==> config.mk <==
export PLATFORM = sky130hd
export DESIGN_NAME = skip_ring_bcast_router
export DESIGN_NICKNAME = d
export VERILOG_FILES = /design/src/sv/srbr_pkg.sv /design/src/sv/skip_ring_bcast_router.sv /design/src/sv/srbr_ctrl.sv /design/src/sv/srbr_dp.sv
export SDC_FILE = /design/constraint.sdc
export NUM_CORES = 1
export LEC_CHECK = 0
export ABC_AREA = 1
export BUFFER_PORTS_ARGS = -buffer_cell sky130_fd_sc_hd__buf_2
export CAP_MARGIN = 30
export CELL_PAD_IN_SITES_DETAIL_PLACEMENT = 0
export CELL_PAD_IN_SITES_GLOBAL_PLACEMENT = 1
export CORE_MARGIN = 2
export CORE_UTILIZATION = 40
export DETAILED_ROUTE_END_ITERATION = 7
export GPL_ROUTABILITY_DRIVEN = 0
export PLACE_DENSITY_LB_ADDON = 0.1
export SETUP_SLACK_MARGIN = 0.2
export SLEW_MARGIN = 15
export SYNTH_ARGS = -nofsm -noshare
export SYNTH_HDL_FRONTEND = slang
export SYNTH_SLANG_ARGS = --single-unit
==> constraint.sdc <==
create_clock -name clk -period 6.3 [get_ports clk]
set_clock_uncertainty 0.1 [all_clocks]
set_input_delay 1.26 -clock clk [delete_from_list [all_inputs] [get_ports clk]]
set_output_delay 1.26 -clock clk [all_outputs]
set_load 0.02 [all_outputs]
==> src/sv/srbr_pkg.sv <==
// ----------------------------------------------------------------------------
// srbr_pkg: shared constants and types of the skip-ring broadcast router
// Rank and channel sizes, configuration register indexes, and the command
// and status groups passed between the controller and the datapath.
// ----------------------------------------------------------------------------
package srbr_pkg;

  localparam int RANK_BITS    = 10;
  localparam int MAX_CHANNELS = 10;

  // Ring size and wall rank need one bit more than a rank.
  localparam int WS_W   = RANK_BITS + 1;
  // Table index and node level.
  localparam int CH_W   = $clog2(MAX_CHANNELS);
  // Raw bit position inside a ring-size word.
  localparam int LOG_W  = $clog2(RANK_BITS + 1);
  localparam int CFG_IDX_W = 2;

  localparam logic [CFG_IDX_W-1:0] CFG_NODE_RANK  = CFG_IDX_W'(0);
  localparam logic [CFG_IDX_W-1:0] CFG_WORLD_SIZE = CFG_IDX_W'(1);

  typedef struct packed {
    logic init;        // latch level, wall and count, restart table index
    logic table_step;  // write one destination table entry
    logic capture;     // latch an accepted input beat
    logic build;       // build the send mask for the captured item
    logic emit;        // load the output register with the next destination
  } cmd_t;

  typedef struct packed {
    logic cfg_wr;      // a register write lands this cycle
    logic table_done;  // the current table entry is the last one
    logic mask_none;   // the item being built sends nothing
    logic last_pick;   // the destination being emitted is the final one
    logic out_free;    // the output register can take a new beat
  } stat_t;

endpackage

==> src/sv/skip_ring_bcast_router.sv <==
// ----------------------------------------------------------------------------
// skip_ring_bcast_router: forwarding decision of a skip-ring broadcast node
// Derives the node's destination table from its rank and the ring size and
// emits the destinations of each originate or forward item, furthest first.
// ----------------------------------------------------------------------------
// Flow: an accepted input beat is captured, its send mask is built, and its
// first destination is loaded into the output register; one destination
// follows per cycle after that while out_stall is low. No new input beat
// is accepted until the last destination of the item has been loaded.
// Reset and every register write start a table derivation during which
// no input beat is accepted.
// ----------------------------------------------------------------------------
module skip_ring_bcast_router
  import srbr_pkg::*;
(
  input  logic                 clk,
  input  logic                 rst_n,
  input  logic                 in_valid,
  output logic                 in_stall,
  input  logic                 in_op,
  input  logic [RANK_BITS-1:0] in_source_rank,
  input  logic [RANK_BITS-1:0] in_origin_rank,
  output logic                 out_valid,
  input  logic                 out_stall,
  output logic [RANK_BITS-1:0] out_dest_rank,
  output logic                 out_last_dest,
  input  logic                 cfg_valid,
  output logic                 cfg_ready,
  input  logic [CFG_IDX_W-1:0] cfg_index,
  input  logic [WS_W-1:0]      cfg_data
);

  cmd_t  cmd;
  stat_t stat;

  srbr_ctrl u_ctrl (
    .clk      (clk),
    .rst_n    (rst_n),
    .in_valid (in_valid),
    .in_stall (in_stall),
    .stat     (stat),
    .cmd      (cmd)
  );

  srbr_dp u_dp (
    .clk            (clk),
    .rst_n          (rst_n),
    .cmd            (cmd),
    .stat           (stat),
    .in_op          (in_op),
    .in_source_rank (in_source_rank),
    .in_origin_rank (in_origin_rank),
    .out_valid      (out_valid),
    .out_stall      (out_stall),
    .out_dest_rank  (out_dest_rank),
    .out_last_dest  (out_last_dest),
    .cfg_valid      (cfg_valid),
    .cfg_ready      (cfg_ready),
    .cfg_index      (cfg_index),
    .cfg_data       (cfg_data)
  );

endmodule

==> src/sv/srbr_ctrl.sv <==
// ----------------------------------------------------------------------------
// srbr_ctrl: sequencing of the skip-ring broadcast router
// Runs the table derivation after reset and after register writes, then
// takes one item at a time and walks its destinations out.
// ----------------------------------------------------------------------------
module srbr_ctrl
  import srbr_pkg::*;
(
  input  logic  clk,
  input  logic  rst_n,
  input  logic  in_valid,
  output logic  in_stall,
  input  stat_t stat,
  output cmd_t  cmd
);

  localparam logic [2:0] ST_INIT   = 3'd0;
  localparam logic [2:0] ST_DERIVE = 3'd1;
  localparam logic [2:0] ST_IDLE   = 3'd2;
  localparam logic [2:0] ST_LOAD   = 3'd3;
  localparam logic [2:0] ST_EMIT   = 3'd4;

  logic [2:0] state_r;
  logic [2:0] state_nxt;

  always_comb begin
    state_nxt = state_r;
    cmd       = '0;
    unique case (state_r)
      ST_INIT: begin
        cmd.init  = 1'b1;
        state_nxt = ST_DERIVE;
      end
      ST_DERIVE: begin
        cmd.table_step = 1'b1;
        if (stat.table_done) begin
          state_nxt = ST_IDLE;
        end
      end
      ST_IDLE: begin
        if (in_valid) begin
          cmd.capture = 1'b1;
          state_nxt   = ST_LOAD;
        end
      end
      ST_LOAD: begin
        cmd.build = 1'b1;
        state_nxt = stat.mask_none ? ST_IDLE : ST_EMIT;
      end
      ST_EMIT: begin
        if (stat.out_free) begin
          cmd.emit = 1'b1;
          if (stat.last_pick) begin
            state_nxt = ST_IDLE;
          end
        end
      end
      default: begin
        state_nxt = ST_INIT;
      end
    endcase
    // A register write always restarts the derivation.
    if (stat.cfg_wr) begin
      state_nxt = ST_INIT;
    end
  end

  always_ff @(posedge clk) begin
    if (!rst_n) begin
      state_r <= ST_INIT;
    end else begin
      state_r <= state_nxt;
    end
  end

  assign in_stall = (state_r != ST_IDLE);

endmodule

==> src/sv/srbr_dp.sv <==
// ----------------------------------------------------------------------------
// srbr_dp: datapath of the skip-ring broadcast router
// Holds the configuration, the derived level, wall and destination table,
// the captured item with its send mask, and the output register.
// ----------------------------------------------------------------------------
module srbr_dp
  import srbr_pkg::*;
(
  input  logic                 clk,
  input  logic                 rst_n,
  input  cmd_t                 cmd,
  output stat_t                stat,
  input  logic                 in_op,
  input  logic [RANK_BITS-1:0] in_source_rank,
  input  logic [RANK_BITS-1:0] in_origin_rank,
  output logic                 out_valid,
  input  logic                 out_stall,
  output logic [RANK_BITS-1:0] out_dest_rank,
  output logic                 out_last_dest,
  input  logic                 cfg_valid,
  output logic                 cfg_ready,
  input  logic [CFG_IDX_W-1:0] cfg_index,
  input  logic [WS_W-1:0]      cfg_data
);

  localparam logic [WS_W-1:0] WS_MIN = WS_W'(2);
  localparam logic [WS_W-1:0] WS_MAX = WS_W'(1) << RANK_BITS;

  function automatic logic [LOG_W-1:0] msb_pos(input logic [WS_W-1:0] v);
    logic [LOG_W-1:0] p;
    p = '0;
    for (int i = 0; i < WS_W; i++) begin
      if (v[i]) p = LOG_W'(i);
    end
    return p;
  endfunction

  function automatic logic [LOG_W-1:0] lsb_pos(input logic [RANK_BITS-1:0] v);
    logic [LOG_W-1:0] p;
    p = '0;
    for (int i = RANK_BITS - 1; i >= 0; i--) begin
      if (v[i]) p = LOG_W'(i);
    end
    return p;
  endfunction

  // True when the destination lies on the part of the ring that the
  // message has already covered since it left its origin.
  function automatic logic passed_origin(input logic [RANK_BITS-1:0] origin,
                                         input logic [RANK_BITS-1:0] dest,
                                         input logic [RANK_BITS-1:0] me);
    logic res;
    if (dest == origin) begin
      res = 1'b1;
    end else if (me >= origin) begin
      res = (dest <= me) && (dest >= origin);
    end else begin
      res = !((dest > me) && (dest < origin));
    end
    return res;
  endfunction

  logic [RANK_BITS-1:0]    node_rank_r;
  logic [WS_W-1:0]         world_size_r;
  logic [CH_W-1:0]         node_level_r;
  logic [WS_W-1:0]         wall_rank_r;
  logic [CH_W-1:0]         channel_count_r;
  logic [RANK_BITS-1:0]    dest_table_r [MAX_CHANNELS];
  logic [CH_W-1:0]         idx_r;
  logic                    op_r;
  logic [RANK_BITS-1:0]    src_r;
  logic [RANK_BITS-1:0]    origin_r;
  logic [MAX_CHANNELS-1:0] mask_r;
  logic                    out_valid_r;
  logic [RANK_BITS-1:0]    out_dest_r;
  logic                    out_last_r;

  logic                    cfg_wr;
  logic [WS_W-1:0]         ws_eff;
  logic                    ws_pow2;
  logic [LOG_W-1:0]        lvl_raw;
  logic [CH_W-1:0]         lvl;
  logic [WS_W-1:0]         wall_calc;
  logic [WS_W-1:0]         dest_sum;
  logic                    dest_over;
  logic [RANK_BITS-1:0]    dest_val;
  logic                    mode_all;
  logic                    mode_filt;
  logic [MAX_CHANNELS-1:0] mask_calc;
  logic [CH_W-1:0]         pick;
  logic [MAX_CHANNELS-1:0] mask_rest;

  assign cfg_ready = 1'b1;
  assign cfg_wr    = cfg_valid &&
                     (cfg_index == CFG_NODE_RANK || cfg_index == CFG_WORLD_SIZE);

  // Effective ring size and the derived level and wall of this node.
  always_comb begin
    if (world_size_r < WS_MIN) begin
      ws_eff = WS_MIN;
    end else if (world_size_r > WS_MAX) begin
      ws_eff = WS_MAX;
    end else begin
      ws_eff = world_size_r;
    end
    ws_pow2 = ((ws_eff & (ws_eff - WS_W'(1))) == '0);
    // Rank 0 sits at the level of the highest bit of ring size minus one;
    // other ranks at the count of their trailing zeros.
    lvl_raw = (node_rank_r == '0) ? msb_pos(ws_eff - WS_W'(1)) : lsb_pos(node_rank_r);
    if (int'(lvl_raw) > MAX_CHANNELS - 1) begin
      lvl = CH_W'(MAX_CHANNELS - 1);
    end else begin
      lvl = CH_W'(lvl_raw);
    end
    if (node_rank_r == '0) begin
      wall_calc = WS_W'(1) << lvl;
    end else begin
      wall_calc = WS_W'(node_rank_r & (node_rank_r - RANK_BITS'(1)));
    end
  end

  // One table entry per cycle during derivation.
  always_comb begin
    dest_sum  = WS_W'(node_rank_r) + (WS_W'(1) << idx_r);
    dest_over = !ws_pow2 && (dest_sum >= ws_eff);
    if (ws_pow2) begin
      dest_val = RANK_BITS'(dest_sum & (ws_eff - WS_W'(1)));
    end else if (dest_over) begin
      dest_val = '0;
    end else begin
      dest_val = RANK_BITS'(dest_sum);
    end
  end

  // Send mask of the captured item over all table entries.
  always_comb begin
    mode_all  = op_r || ((node_level_r != '0) && (WS_W'(src_r) > wall_rank_r));
    mode_filt = (node_level_r != '0);
    for (int j = 0; j < MAX_CHANNELS; j++) begin
      if (mode_all) begin
        mask_calc[j] = (CH_W'(j) <= channel_count_r);
      end else if (mode_filt) begin
        mask_calc[j] = (CH_W'(j) < channel_count_r) &&
                       !passed_origin(origin_r, dest_table_r[j], node_rank_r);
      end else begin
        mask_calc[j] = 1'b0;
      end
    end
  end

  // Furthest remaining destination goes first.
  always_comb begin
    pick = '0;
    for (int j = 0; j < MAX_CHANNELS; j++) begin
      if (mask_r[j]) pick = CH_W'(j);
    end
    mask_rest = mask_r & ~(MAX_CHANNELS'(1) << pick);
  end

  always_comb begin
    stat.cfg_wr     = cfg_wr;
    stat.table_done = dest_over || (idx_r == node_level_r);
    stat.mask_none  = (mask_calc == '0);
    stat.last_pick  = (mask_rest == '0);
    stat.out_free   = !out_valid_r || !out_stall;
  end

  always_ff @(posedge clk) begin
    if (!rst_n) begin
      node_rank_r     <= '0;
      world_size_r    <= WS_MIN;
      node_level_r    <= '0;
      wall_rank_r     <= '0;
      channel_count_r <= '0;
      idx_r           <= '0;
      mask_r          <= '0;
      out_valid_r     <= 1'b0;
    end else begin
      if (cfg_wr) begin
        if (cfg_index == CFG_NODE_RANK) begin
          node_rank_r <= cfg_data[RANK_BITS-1:0];
        end else begin
          world_size_r <= cfg_data;
        end
      end
      if (cmd.init) begin
        node_level_r    <= lvl;
        wall_rank_r     <= wall_calc;
        channel_count_r <= lvl;
        idx_r           <= '0;
      end
      if (cmd.table_step) begin
        idx_r <= idx_r + CH_W'(1);
        if (dest_over) begin
          channel_count_r <= idx_r;
        end
      end
      if (cmd.build) begin
        mask_r <= mask_calc;
      end else if (cmd.emit) begin
        mask_r <= mask_rest;
      end
      if (cmd.emit) begin
        out_valid_r <= 1'b1;
      end else if (!out_stall) begin
        out_valid_r <= 1'b0;
      end
    end
  end

  always_ff @(posedge clk) begin
    if (cmd.table_step) begin
      dest_table_r[idx_r] <= dest_val;
    end
    if (cmd.capture) begin
      op_r     <= in_op;
      src_r    <= in_source_rank;
      origin_r <= in_origin_rank;
    end
    if (cmd.emit) begin
      out_dest_r <= dest_table_r[pick];
      out_last_r <= stat.last_pick;
    end
  end

  assign out_valid     = out_valid_r;
  assign out_dest_rank = out_dest_r;
  assign out_last_dest = out_last_r;

endmodule
==> insert_results.sql <==
INSERT INTO impl_metrics (metric_group, metric, value, unit) VALUES
('synthesis', 'synthFlopType', 'edfxtp_1', ''),
('grt', 'grt_start_max_net_pins', '47', ''),
('sta', 'report.final.slew_viol_count', '0', ''),
('floorplan', 'die_area', '0.0401', 'sq mm'),
('cells_and_area', 'fin_area', '0.0173', 'sq mm'),
('drt', 'routed_wirelength', '53.5', 'mm'),
('drt', 'wl_per_cell', '21.4', 'um'),
('floorplan', 'die-width', '200', 'um'),
('synthesis', 'seq_area_frac_synth', '37.2', '%'),
('synthesis', 'yosysWarningCount', '0', ''),
('cells_and_area', 'final_layout_size_suffix_gt1_share', '8.01', '%'),
('critical_path', 'critical_path_required', '6.45', 'ns'),
('sta', 'finalSetupViolCount', '0', ''),
('critical_path', 'timing.critical_path.arrival', '5.21', 'ns'),
('clock_network', 'numClockSinks', '210', ''),
('sta', 'max-slew-margin-rel', '30.3', '%'),
('sta', 'fin_tns_setup', '0', 'ns'),
('grt', 'number_of_antenna_violations_at_the_first_check_in_global_routing', '0', ''),
('clock_network', 'cts_max_level', '1', ''),
('placed_design', 'dpl-instance-area', '0.0163', 'sq mm'),
('grt', 'grt_overflow_total', '0', ''),
('clock_network', 'root_buffer', 'clkbuf_16', ''),
('floorplan', 'floorplan.die.height', '200', 'um'),
('run', 'max_cap_viol_count', '0', ''),
('sta', 'period_minus_slack', '5.05', 'ns'),
('clock_network', 'worstSkewPairLatency', '0.57', 'ns'),
('cells_and_area', 'antennaDiodeCount', '0', ''),
('clock_network', 'post_cts_resized', '0', ''),
('power', 'power_after_layout', '4400', 'uW'),
('synthesis', 'synth_async_sr_flop_share', '0', '%'),
('min_path', 'timing.hold.worst.class', 'flop to flop', ''),
('power', 'leakagePower', '0.00781', 'uW'),
('sta', 'tightest_slew', '1.04', 'ns'),
('clock_network', 'tritoncts_clock_tree', 'done', ''),
('synthesis', 'synthDistinctLibCells', '51', ''),
('synthesis', 'netlist_instances', '1896', ''),
('power', 'power.density_cell_area', '255', 'mW/mm^2'),
('drt', 'vias', '13300', ''),
('outcome', 'outcome', 'complete, no violations', ''),
('sta', 'timing.final.hold_violations', '0', ''),
('synthesis', 'synth.avg_cell_area', '8.12', 'sq um'),
('floorplan', 'initial_core_util', '40.8', '%'),
('cells_and_area', 'design.final.nets', '2264', ''),
('sta', 'grt_setup_unrepaired', 'false', ''),
('sta', 'final_min_period_over_clock_period', '80.2', '%'),
('drt', 'detailedRoute.firstIterationViolations', '987', ''),
('drt', 'routed_via_density', '5.34', ''),
('critical_path', 'cp_max_fo', '12', ''),
('cells_and_area', 'area.growth.synth_to_final', '12.2', '%'),
('drt', 'drt_drc_violations_left', '0', ''),
('cells_and_area', 'fill_cells', '3756', ''),
('clock_network', 'tritoncts.num_buffers', '27', ''),
('clock_network', 'cts_post_setup_buffers_inserted', '0', ''),
('synthesis', 'synth.cell_area', '0.0154', 'sq mm'),
('clock_network', 'clock_path_buffers', '3', ''),
('synthesis', 'synth_seq_cells', '210', ''),
('grt', 'gr-usage-all-layers', '26.6', '%'),
('clock_network', 'clk_transition_reported_paths', '0.06', 'ns'),
('critical_path', 'type_of_element_launching_the_critical_path', 'flop', ''),
('floorplan', 'placementRows', '71', ''),
('critical_path', 'timing.critical_path.to_type', 'flop', ''),
('floorplan', 'core', '0.0378', 'sq mm'),
('floorplan', 'design.portCount', '53', ''),
('power', 'vdd_drop_max', '204', 'uV'),
('critical_path', 'worst-setup-path-type', 'flop to flop', ''),
('sta', 'timing.fmax', '0.198', 'GHz'),
('placed_design', 'port-buffer-count', '51', ''),
('synthesis', 'syn-num-nets', '2196', ''),
('cells_and_area', 'final_core_util', '45.8', '%'),
('synthesis', 'number_of_enable_flip_flop_cells_after_synthesis', '152', ''),
('placed_design', 'detailed_place_hpwl', '40.1', 'mm'),
('drt', 'antenna_left', '0', ''),
('drt', 'dr.pass1.iters', '7', ''),
('clock_network', 'cts-hold-fix-buffers', '0', ''),
('grt', 'grt_first_pass_wirelength', '80.3', 'mm'),
('grt', 'first_global_vias', '13100', '');
-- sequential cells by signal, indices dropped and copies added (netlist names), 10 cells and up --
name / cells
u_dp.dest_table_r: 120
u_dp.wall_rank_r: 11
u_dp.world_size_r: 11
u_dp.mask_r: 10
u_dp.node_rank_r: 10
u_dp.origin_r: 10
u_dp.out_dest_rank: 10
u_dp.src_r: 10
-- cells in the mapped netlist (9+ instances only) --
library cell,number,area [sq um]
nand3_1,71,355
nand4_1,36,225
nand2_1,458,1720
a31oi_1,9,56.3
nor3_1,10,50.1
clkbuf_1,21,78.8
o21ai_1,16,80.1
edfxtp_1,152,4560
nor2_1,193,724
o21bai_1,11,82.6
inv_2,11,41.3
a21o_1,11,82.6
o21a_1,9,67.6
inv_1,206,773
o211ai_1,10,75.1
o21ai_0,76,380
a21oi_1,178,891
ha_1,260,3250
dfxtp_1,58,1160
-- path summary, 6_finish.rpt --
kind / startpoint / endpoint / slack [ns] / depth (start not counted)
min reg2reg: u_dp.wall_rank_r[10]$_SDFFE_PN0N_ / u_dp.wall_rank_r[10]$_SDFFE_PN0N_ / 0.36 / 2
max: u_dp.idx_r[0]$_SDFFE_PN0P_ / u_dp.dest_table_r[0][2]$_DFFE_PP_ / 1.25 / 25
min: u_dp.wall_rank_r[10]$_SDFFE_PN0N_ / u_dp.wall_rank_r[10]$_SDFFE_PN0N_ / 0.36 / 2
max reg2reg: u_dp.idx_r[0]$_SDFFE_PN0P_ / u_dp.dest_table_r[0][2]$_DFFE_PP_ / 1.25 / 25
-- placed cells by master, fill, tap and decap left out, drive strengths merged, types with 2 or more instances in the layout --
cell     netlist  final
o21ai         92     92
o31ai          4      4
nand4         36     36
a21o          11     11
nor3          11     11
clkbuf        21     42
inv          217    218
o211ai        10     10
nand3b         2      2
a21oi        182    182
a211oi         8      8
o2111ai        2      2
nand2        463    463
nor4           3      3
o21bai        11     11
clkinv         6     13
o21a           9      9
a22oi          2      2
a31oi         10     10
ha           260    260
a21boi         5      5
nor2         201    201
nand3         71     71
dfxtp         58     58
a221oi         3      3
xnor2          8      8
edfxtp       152    152
a2bb2oi        3      3
xor2           5      5
buf           14     74
o22ai          8      8
-- layout make-up --
cell class / instances / area, sq um / share of cell area (%)
multi-input combinational: 1428 / 8710 / 50.4
timing repair buffer: 74 / 435 / 2.52
clock buffer: 42 / 886 / 5.13
sequential: 210 / 5730 / 33.1
tap: 511 / 639 / 3.70
inverter: 223 / 837 / 4.85
clock inverter: 8 / 45.0 / 0.261
-- power by group --
part	switching (uW)	total, uW	internal, uW	leakage, uW
clock network	630	1600	965	0.000464
registers	66.9	1660	1590	0.00187
logic	796	1150	352	0.00548
total	1490	4400	2910	0.00781
-- per-stage QoR --
step                      worst slack [ns]  cells  hold slack (ns)
after floorplan                       1.90   1896            0.333
after global placement                1.42   2440            0.351
after detailed placement              1.28   2443            0.358
after CTS                             1.24   2493            0.365
after global routing                 0.778   2496            0.383
final                                 1.25   2496            0.360
-- worst max-delay path: stages, from the launching register on --
cell and delay, ns:
dfxtp_1 0.41, inv_1 0.14, ha_1 0.24, inv_1 0.09, nor2_1 0.06, ha_1 0.22, fa_1 0.40, nand3_1 0.08
nand2_1 0.09, a21oi_1 0.15, o21bai_1 0.11, nand2_1 0.07, nand2_1 0.04, nand2_1 0.05, nand2_1 0.07, a21o_1 0.16
a21oi_1 0.14, xor2_1 0.20, ha_1 0.29, nand2_1 0.09, nor2_1 0.05, a211oi_1 0.16, nand4_1 0.17, nand2_1 0.31
inv_1 0.23, nor2_1 0.64
-- layer usage --
layer,global-route usage (%),wire length [um],vias up
li1,-,-,6613
met1,33.8,23100,6268
met2,46.7,25900,358
met3,3.03,2670,84
met5,0,0,-
met4,8.88,1820,0
-- kinds of logic (layout without fill, tap and decap cells) --
kind of cell,after synthesis,in the layout,synth area share [%]
compound gates,362,362,13.4
xor+xnor,13,13,0.739
fa+ha+maj,261,261,21.3
buf+inv,258,347,6.48
flops,210,210,37.2
other cells,1,1,0.0244
simple gates,791,791,21.0
(Power assumes the default switching activity.)
